`src/design/dns_name_label_encoder_unit_defines.svh`:
```
// Assertion macros used by the label encoder datapath.
`ifndef DNS_NAME_LABEL_ENCODER_UNIT_DEFINES_SVH
`define DNS_NAME_LABEL_ENCODER_UNIT_DEFINES_SVH

// Same-cycle implication, checked on every clock edge outside reset.
`define DNLE_ASSERT_NOW(lbl, ante, cons, msg) \
  lbl: assert property (@(posedge clk) disable iff (!rst_n) (ante) |-> (cons)) \
    else $error(msg);

// Next-cycle implication, checked on every clock edge outside reset.
`define DNLE_ASSERT_NEXT(lbl, ante, cons, msg) \
  lbl: assert property (@(posedge clk) disable iff (!rst_n) (ante) |=> (cons)) \
    else $error(msg);

`endif

```
`src/design/dnle_pkg.sv`:
```
// Shared constants and controller/datapath interface types of the label encoder.
package dnle_pkg;

  localparam int MaxLabel = 63;
  localparam int MaxName  = 255;

  localparam int LenW  = 6;   // label length, 0..MaxLabel
  localparam int EncW  = 9;   // encoded name length, 0..MaxName
  localparam int PosW  = 7;   // byte position inside one item's wire bytes
  localparam int LblAw = 6;   // label store address

  localparam logic [7:0] SepChar = 8'h2E;

  // Error flag bits.
  localparam int ErrLabelBit = 0;
  localparam int ErrNameBit  = 1;

  // Commands from the controller to the datapath.
  typedef struct packed {
    logic take;    // input item accepted this cycle
    logic rd_en;   // read two label bytes for the next pair
    logic emit;    // load the next pair into the output register
  } dnle_cmd_t;

  // Status from the datapath to the controller.
  typedef struct packed {
    logic has_out;    // the item at the input produces at least one result
    logic out_free;   // output register can take a new result this cycle
    logic last_pair;  // the pair at the current position is the item's last
  } dnle_stat_t;

endpackage

```
`src/design/dnle_ctrl.sv`:
```
// Controller state machine of the label encoder.
module dnle_ctrl
  import dnle_pkg::*;
(
  input  logic       clk,
  input  logic       rst_n,
  input  logic       in_tvalid,
  output logic       in_tready,
  input  dnle_stat_t stat_i,
  output dnle_cmd_t  cmd_o
);

  typedef enum logic [2:0] {
    S_IDLE  = 3'b001,
    S_FETCH = 3'b010,
    S_EMIT  = 3'b100
  } state_t;

  state_t state_r, state_nxt;

  assign in_tready = (state_r == S_IDLE);

  // Next state and commands.
  always_comb begin
    state_nxt   = state_r;
    cmd_o.take  = 1'b0;
    cmd_o.rd_en = 1'b0;
    cmd_o.emit  = 1'b0;
    unique case (state_r)
      S_IDLE: begin
        if (in_tvalid) begin
          cmd_o.take = 1'b1;
          if (stat_i.has_out) begin
            state_nxt = S_FETCH;
          end
        end
      end
      S_FETCH: begin
        cmd_o.rd_en = 1'b1;
        state_nxt   = S_EMIT;
      end
      S_EMIT: begin
        if (stat_i.out_free) begin
          cmd_o.emit = 1'b1;
          if (stat_i.last_pair) begin
            state_nxt = S_IDLE;
          end else begin
            cmd_o.rd_en = 1'b1;
          end
        end
      end
      default: begin
        state_nxt = S_IDLE;
      end
    endcase
  end

  // State register.
  always_ff @(posedge clk) begin
    if (!rst_n) begin
      state_r <= S_IDLE;
    end else begin
      state_r <= state_nxt;
    end
  end

endmodule

```
`src/design/dnle_datapath.sv`:
```
// Datapath of the label encoder: label store, counters, pair builder and output register.
`include "dns_name_label_encoder_unit_defines.svh"

module dnle_datapath
  import dnle_pkg::*;
(
  input  logic        clk,
  input  logic        rst_n,
  input  logic [7:0]  in_ch,
  input  logic        in_end,
  input  dnle_cmd_t   cmd_i,
  output dnle_stat_t  stat_o,
  output logic        out_tvalid,
  input  logic        out_tready,
  output logic [15:0] out_tdata,
  output logic        out_tlast,
  output logic [2:0]  out_tuser
);

  logic [7:0]      label_mem [0:(2**LblAw)-1];

  logic [LenW-1:0] lbl_len_r, lbl_len_nxt;
  logic [EncW-1:0] enc_len_r, enc_len_nxt;
  logic [1:0]      err_r, err_nxt;
  logic [PosW-1:0] pos_r, pos_nxt;
  logic            out_valid_r, out_valid_nxt;

  logic            fl_r;
  logic            end_r;
  logic [LenW-1:0] fl_len_r;
  logic [7:0]      rd_a_r;
  logic [7:0]      rd_b_r;
  logic [7:0]      out_first_r;
  logic [7:0]      out_second_r;
  logic            out_pair_r;
  logic            out_done_r;
  logic [1:0]      out_err_r;

  // Input item decode.
  logic            is_sep;
  logic            store_ch;
  logic            drop_ch;
  logic            boundary;
  logic [LenW-1:0] len_new;
  logic            flush;

  assign is_sep   = (in_ch == SepChar);
  assign store_ch = !is_sep && (lbl_len_r < LenW'(MaxLabel));
  assign drop_ch  = !is_sep && !store_ch;
  assign boundary = is_sep || in_end;
  assign len_new  = lbl_len_r + LenW'(store_ch);
  assign flush    = boundary && (len_new != '0);

  // Pair at the current position: byte pos_r and byte pos_r + 1.
  logic [PosW-1:0] pos_p1;
  logic [PosW-1:0] pos_p2;
  logic [PosW-1:0] fl_len_ext;
  logic [PosW-1:0] n_bytes;
  logic            pair;
  logic            last;
  logic [7:0]      byte_a;
  logic [7:0]      byte_b;

  assign pos_p1     = pos_r + PosW'(1);
  assign pos_p2     = pos_r + PosW'(2);
  assign fl_len_ext = PosW'(fl_len_r);
  assign n_bytes    = (fl_r ? (fl_len_ext + PosW'(1)) : '0) + PosW'(end_r);
  assign pair       = (pos_p1 < n_bytes);
  assign last       = (pos_p2 >= n_bytes);

  // Byte zero is the length byte, then label bytes, then the root zero byte.
  always_comb begin
    if (pos_r == '0) begin
      byte_a = fl_r ? 8'(fl_len_r) : 8'h00;
    end else if (fl_r && (pos_r <= fl_len_ext)) begin
      byte_a = rd_a_r;
    end else begin
      byte_a = 8'h00;
    end
    byte_b = (fl_r && (pos_p1 <= fl_len_ext)) ? rd_b_r : 8'h00;
  end

  // Name length count with saturation and overflow flag.
  logic [EncW:0] enc_sum;
  logic          name_ovf;
  logic [1:0]    err_emit;

  assign enc_sum  = {1'b0, enc_len_r} + (EncW+1)'(pair ? 2 : 1);
  assign name_ovf = (enc_sum > (EncW+1)'(MaxName));
  always_comb begin
    err_emit             = err_r;
    err_emit[ErrNameBit] = err_r[ErrNameBit] | name_ovf;
  end

  // Status to the controller.
  assign stat_o.has_out   = flush || in_end;
  assign stat_o.out_free  = !out_valid_r || out_tready;
  assign stat_o.last_pair = last;

  // Next values of the control registers.
  always_comb begin
    lbl_len_nxt   = lbl_len_r;
    enc_len_nxt   = enc_len_r;
    err_nxt       = err_r;
    pos_nxt       = pos_r;
    out_valid_nxt = out_tready ? 1'b0 : out_valid_r;
    if (cmd_i.take) begin
      lbl_len_nxt           = boundary ? '0 : len_new;
      err_nxt[ErrLabelBit]  = err_r[ErrLabelBit] | drop_ch;
      pos_nxt               = '0;
    end
    if (cmd_i.emit) begin
      out_valid_nxt = 1'b1;
      pos_nxt       = pos_p2;
      if (end_r && last) begin
        enc_len_nxt = '0;
        err_nxt     = '0;
      end else begin
        enc_len_nxt = name_ovf ? EncW'(MaxName) : enc_sum[EncW-1:0];
        err_nxt     = err_emit;
      end
    end
  end

  always_ff @(posedge clk) begin
    if (!rst_n) begin
      lbl_len_r   <= '0;
      enc_len_r   <= '0;
      err_r       <= '0;
      pos_r       <= '0;
      out_valid_r <= 1'b0;
    end else begin
      lbl_len_r   <= lbl_len_nxt;
      enc_len_r   <= enc_len_nxt;
      err_r       <= err_nxt;
      pos_r       <= pos_nxt;
      out_valid_r <= out_valid_nxt;
    end
  end

  // Per-item latches, taken when the item is accepted.
  always_ff @(posedge clk) begin
    if (cmd_i.take) begin
      fl_r     <= flush;
      end_r    <= in_end;
      fl_len_r <= len_new;
    end
  end

  // Label store: one write port, two registered read ports.
  logic [PosW-1:0]  rd_base;
  logic [PosW-1:0]  rd_base_m1;
  logic [LblAw-1:0] rd_addr_a;
  logic [LblAw-1:0] rd_addr_b;

  assign rd_base    = cmd_i.emit ? pos_p2 : pos_r;
  assign rd_base_m1 = rd_base - PosW'(1);
  assign rd_addr_a  = rd_base_m1[LblAw-1:0];
  assign rd_addr_b  = rd_base[LblAw-1:0];

  always_ff @(posedge clk) begin
    if (cmd_i.take && store_ch) begin
      label_mem[lbl_len_r[LblAw-1:0]] <= in_ch;
    end
    if (cmd_i.rd_en) begin
      rd_a_r <= label_mem[rd_addr_a];
      rd_b_r <= label_mem[rd_addr_b];
    end
  end

  // Output register payload.
  always_ff @(posedge clk) begin
    if (cmd_i.emit) begin
      out_first_r  <= byte_a;
      out_second_r <= byte_b;
      out_pair_r   <= pair;
      out_done_r   <= end_r && last;
      out_err_r    <= (end_r && last) ? err_emit : 2'b00;
    end
  end

  assign out_tvalid = out_valid_r;
  assign out_tdata  = {out_second_r, out_first_r};
  assign out_tlast  = out_done_r;
  assign out_tuser  = {out_err_r, out_pair_r};

  // A new result never overwrites one that is still waiting.
  `DNLE_ASSERT_NOW(a_emit_free, cmd_i.emit, !out_valid_r || out_tready, "result overwritten")
  // Errors are only reported on the result that closes a name.
  `DNLE_ASSERT_NOW(a_err_on_done, out_tvalid && (out_tuser[2:1] != 2'b00), out_tlast, "error off name end")
  // Closing a name clears its length count and error flags.
  `DNLE_ASSERT_NEXT(a_name_clear, cmd_i.emit && end_r && last, (enc_len_r == '0) && (err_r == '0), "name state not cleared")
  // The label length never passes the label limit.
  `DNLE_ASSERT_NOW(a_lbl_len, 1'b1, lbl_len_r <= LenW'(MaxLabel), "label length out of range")

endmodule

```
`src/design/dns_name_label_encoder_unit.sv`:
```
// Top level of the DNS name label encoder.
//
// Takes a dotted name one character per item (in_tlast marks the final character) and
// gives its DNS wire bytes two per result: each label as a length byte and its characters,
// then the root zero byte, flagged by out_tlast. A character item that does not close a
// label gives no result. An item that closes a label of L characters is accepted, passes
// a fetch state for the first label store read, then gives one result per cycle while the
// output is free, ceil(n/2) results for its n wire bytes (L + 1, plus one with the root
// byte), set by the two-port label store that feeds one byte pair a cycle; the next item
// is taken in the cycle after the last result is loaded, while that result may still wait
// in the output register. Labels longer than 63 characters are cut, and names past 255
// bytes are still sent in full; both are reported in out_tuser on the name's last result.
module dns_name_label_encoder_unit
  import dnle_pkg::*;
(
  input  logic        clk,
  input  logic        rst_n,
  input  logic        in_tvalid,
  output logic        in_tready,
  input  logic [7:0]  in_tdata,   // [7:0] ch
  input  logic        in_tlast,   // name_end
  output logic        out_tvalid,
  input  logic        out_tready,
  output logic [15:0] out_tdata,  // [7:0] first_byte, [15:8] second_byte
  output logic        out_tlast,  // name_done
  output logic [2:0]  out_tuser   // [0] pair_valid, [2:1] error_code
);

  dnle_cmd_t  cmd;
  dnle_stat_t stat;

  dnle_ctrl u_ctrl (
    .clk       (clk),
    .rst_n     (rst_n),
    .in_tvalid (in_tvalid),
    .in_tready (in_tready),
    .stat_i    (stat),
    .cmd_o     (cmd)
  );

  dnle_datapath u_datapath (
    .clk        (clk),
    .rst_n      (rst_n),
    .in_ch      (in_tdata),
    .in_end     (in_tlast),
    .cmd_i      (cmd),
    .stat_o     (stat),
    .out_tvalid (out_tvalid),
    .out_tready (out_tready),
    .out_tdata  (out_tdata),
    .out_tlast  (out_tlast),
    .out_tuser  (out_tuser)
  );

endmodule
```
`config.mk`:
```
export PLATFORM = sky130hd
export DESIGN_NAME = dns_name_label_encoder_unit
export DESIGN_NICKNAME = d
export VERILOG_FILES = /design/src/design/dnle_pkg.sv /design/src/design/dnle_ctrl.sv /design/src/design/dnle_datapath.sv /design/src/design/dns_name_label_encoder_unit.sv
export VERILOG_INCLUDE_DIRS = /design/src /design/src/design
export SDC_FILE = /design/constraint.sdc
export NUM_CORES = 1
export LEC_CHECK = 0
export BUFFER_PORTS_ARGS = -buffer_cell sky130_fd_sc_hd__buf_2
export CAP_MARGIN = 15
export CORE_ASPECT_RATIO = 0.5
export CORE_MARGIN = 3
export CORE_UTILIZATION = 49
export CTS_CLUSTER_SIZE = 14
export DETAILED_ROUTE_END_ITERATION = 12
export SLEW_MARGIN = 20
export SYNTH_ARGS = -nofsm -noshare
export SYNTH_HDL_FRONTEND = slang
export SYNTH_SLANG_ARGS = --single-unit
export TNS_END_PERCENT = 30
```
`constraint.sdc`:
```
create_clock -name clk -period 6.25 [get_ports clk]
set_input_delay 0.9375 -clock clk [delete_from_list [all_inputs] [get_ports clk]]
set_output_delay 0.9375 -clock clk [all_outputs]
set_load 0.05 [all_outputs]
```
==> impl_metrics.tcl <==
set metrics [dict create \
    cts_hold_buf 0 \
    num_antenna_cells 0 \
    post_cts.resized_instances 0 \
    dieArea_um2 53110 \
    fin_skew_ps 23.87 \
    clock_latency_ps 590 \
    place.detailed.hpwl_um 40210 \
    num_vias 15155 \
    crit_chain "ha_1 -> xor2_1 -> and2_1 -> nand3_1 -> xnor2_1 -> ha_1 -> a21oi_1 -> nor2b_1 -> o21ai_0 -> nand2b_1 -> a21o_1 -> ha_1 -> fa_1 -> and3_1 -> and3_1 -> and4b_1 -> a21oi_1 -> o21ai_0 -> a221oi_1" \
    worstPathRequired_ps 6730 \
    drt_iter0_markers 1923 \
    hold_viol 0 \
    critPathTopFamily "compound AO/OA/AOI/OAI gates" \
    worstMarginPinSlew_ps 1130 \
    critPathSlowestCell "a21oi_1" \
    path_buf_inv 0 \
    critPathMaxFanout 12 \
    path_class "reg -> reg" \
    yosysSeqAreaShare 0.7005 \
    rows 57 \
    die_h_um 164.5 \
    finalWeightedCongestion 0.9263 \
    rsz0062_at_grt "no" \
    port_buffers 34 \
    post_cts_buffers 0 \
    cts-root-buf "clkbuf_16" \
    post_drt_wl_per_cell_um 25.97 \
    vias_per_cell 6.224 \
    avgSynthCellArea_um2 14.31 \
    start_kind "flip-flop" \
    hp-class "reg -> reg" \
    slew_headroom 0.2427 \
    crit_top_cell "ha_1" \
    grt_pass1_vias 14796 \
    tns_ps 0 \
    status "complete, no violations" \
    cts_buffers 52 \
    antenna_found_initial 1 \
    grt_max_degree 83 \
    cts_tree "yes" \
    synth_flop_cell "edfxtp_1" \
    power_leakage_nw 9.027 \
    path_clk_slew_ps 60 \
    area_growth_pct 10.10 \
    design_area_um2 27090 \
    die_w_um 322.9 \
    start_util 0.5015 \
    layout_common_cells "556 x edfxtp_1, 229 x nand2_1, 97 x nor2_1, 87 x mux2i_1, 69 x a21oi_1" \
    synth_cell_types 78 \
    core_um2 49070 \
    clk_path_buf_depth 3 \
    end_kind "flip-flop" \
    routed_wl_um 63240 \
    drv_slew 0 \
    placed_area_um2 25480 \
    final_common_cell "edfxtp_1" \
    ys.warnings.count 0 \
    grt_use_total 0.2389 \
    firstDrtPassIters 7 \
    powerDensity_nw_per_um2 281.7 \
    syn-cell-area_um2 24610 \
    post-route-period-util 0.8054 \
    async_reset_ff_frac 0 \
    h-tree-depth 2 \
    worst_ir_drop_vdd_mv 0.2105 \
    synth_edf_count 556 \
    maxCapViolations 0 \
    pin_count 35 \
    grt_pass1_wl_um 94070 \
    min_period_ps 5034 \
    final_antenna_net_count 0 \
    fmaxAchievable_mhz 198.6 \
    drive_gt1_frac 0.1159 \
    cp.arrival_ps 5510 \
    synth-seq-cells 583 \
    slowest_delay_ps 660 \
    drc 0 \
    synthCells 1719 \
    grt_overflow 0 \
    nNetsFinal 1791 \
    finalSetupViolations 0 \
    clock-sinks 583 \
]
layer usage:
layer	global-route usage	routed length (µm)	share of wire	up-vias
met5	0	13	0.00021	-
met4	0.05190	1315	0.021	2
met3	0.05266	5663	0.090	100
met2	0.3813	29210	0.46	704
met1	0.3405	27030	0.43	7675
li1	-	-	-	6674
registers in the layout, summed over array words and instances, names as in the netlist, 3 cells and up:
register and cells:
u_datapath.enc_len_r 9, u_datapath.rd_b_r 8, u_datapath.out_first_r 8, u_ctrl.state_r 3, u_datapath.rd_a_r 8, u_datapath.fl_len_r 6, u_datapath.out_second_r 8, u_datapath.label_mem 512
u_datapath.pos_r 6, u_datapath.lbl_len_r 6
cells in the mapped netlist (all sizes together), types with 18 or more instances:
| library cell | n | area [µm²] |
|---|---|---|
| nand2 | 230 | 863.3 |
| o21ai | 49 | 245.2 |
| nor2 | 98 | 367.9 |
| dfxtp | 27 | 540.5 |
| buf | 56 | 310.3 |
| nor3 | 39 | 200.2 |
| edfxtp | 556 | 16700 |
| xnor2 | 18 | 157.7 |
| mux2i | 87 | 870.8 |
| and2 | 18 | 112.6 |
| mux4 | 34 | 765.7 |
| nand3 | 59 | 300.3 |
| a31oi | 54 | 337.8 |
| a32oi | 21 | 183.9 |
| a21oi | 73 | 372.9 |
| o22ai | 18 | 112.6 |
| clkbuf | 48 | 180.2 |
| ha | 31 | 387.9 |
final timing paths:
kind,startpoint,slack [ps],depth (start not counted),endpoint
worst max register to register,u_datapath.fl_len_r[0],1220,19,u_datapath.enc_len_r[2]
worst min register to register,u_datapath.enc_len_r[0],470,2,u_datapath.enc_len_r[0]
worst max-delay path,u_datapath.fl_len_r[0],1220,19,u_datapath.enc_len_r[2]
worst min-delay path,u_datapath.enc_len_r[0],470,2,u_datapath.enc_len_r[0]
metrics by stage:
| stage | util | power, W | hold slack, ps | setup WS, ps | std cells |
|---|---|---|---|---|---|
| floorplan | - | 0.004486 | 428.6 | 1113 | 1726 |
| global placement | 0.5190 | 0.004596 | 443.3 | 1329 | 2341 |
| detailed placement | 0.5192 | 0.004604 | 463.4 | 1186 | 2341 |
| CTS | 0.5522 | 0.007672 | 472.7 | 1231 | 2435 |
| global route | 0.5522 | 0.007857 | 511.8 | 871.5 | 2435 |
| finish | 0.5522 | 0.007632 | 472.6 | 1216 | 2435 |
layout make-up:
type | count | area, µm²
inverter | 18 | 67.56
multi-input combinational | 1021 | 6908
clock buffer | 72 | 1429
sequential | 583 | 17240
tap | 649 | 812.0
fill | 3955 | 21970
clock inverter | 22 | 187.7
timing repair buffer | 70 | 452.9
cell families (layout without fill, tap and decap cells):
logic type / after synthesis / after routing / share of synthesized area
flip-flops: 583 / 583 / 0.7005
AND/OR/NAND/NOR: 517 / 517 / 0.09651
AO/OA/AOI/OAI: 308 / 308 / 0.08273
multiplexers: 131 / 131 / 0.07139
buffers and inverters: 122 / 182 / 0.02268
adder cells (fa/ha/maj): 32 / 32 / 0.01658
XOR/XNOR: 25 / 25 / 0.009508
other: 1 / 8 / 0.0001524
worst reg2reg max path: stages, from the launching register on:
cell      delay, ps
edfxtp_1        490
ha_1            290
xor2_1          180
and2_1          220
nand3_1         140
xnor2_1         310
ha_1            290
a21oi_1         120
nor2b_1          50
o21ai_0         150
nand2b_1        100
a21o_1          180
ha_1            220
fa_1            400
and3_1          230
and3_1          240
and4b_1         190
a21oi_1         660
o21ai_0         170
a221oi_1        320
where the power goes:
| group | internal (W) | switching [W] | total (W) | leakage [nW] |
|---|---|---|---|---|
| registers | 0.00429 | 0.0000142 | 0.00431 | 5.23 |
| logic | 0.0000555 | 0.000156 | 0.000211 | 3.02 |
| clock network | 0.00172 | 0.00139 | 0.00311 | 0.779 |
| total | 0.00607 | 0.00156 | 0.00763 | 9.03 |
(Power assumes the default switching activity.)
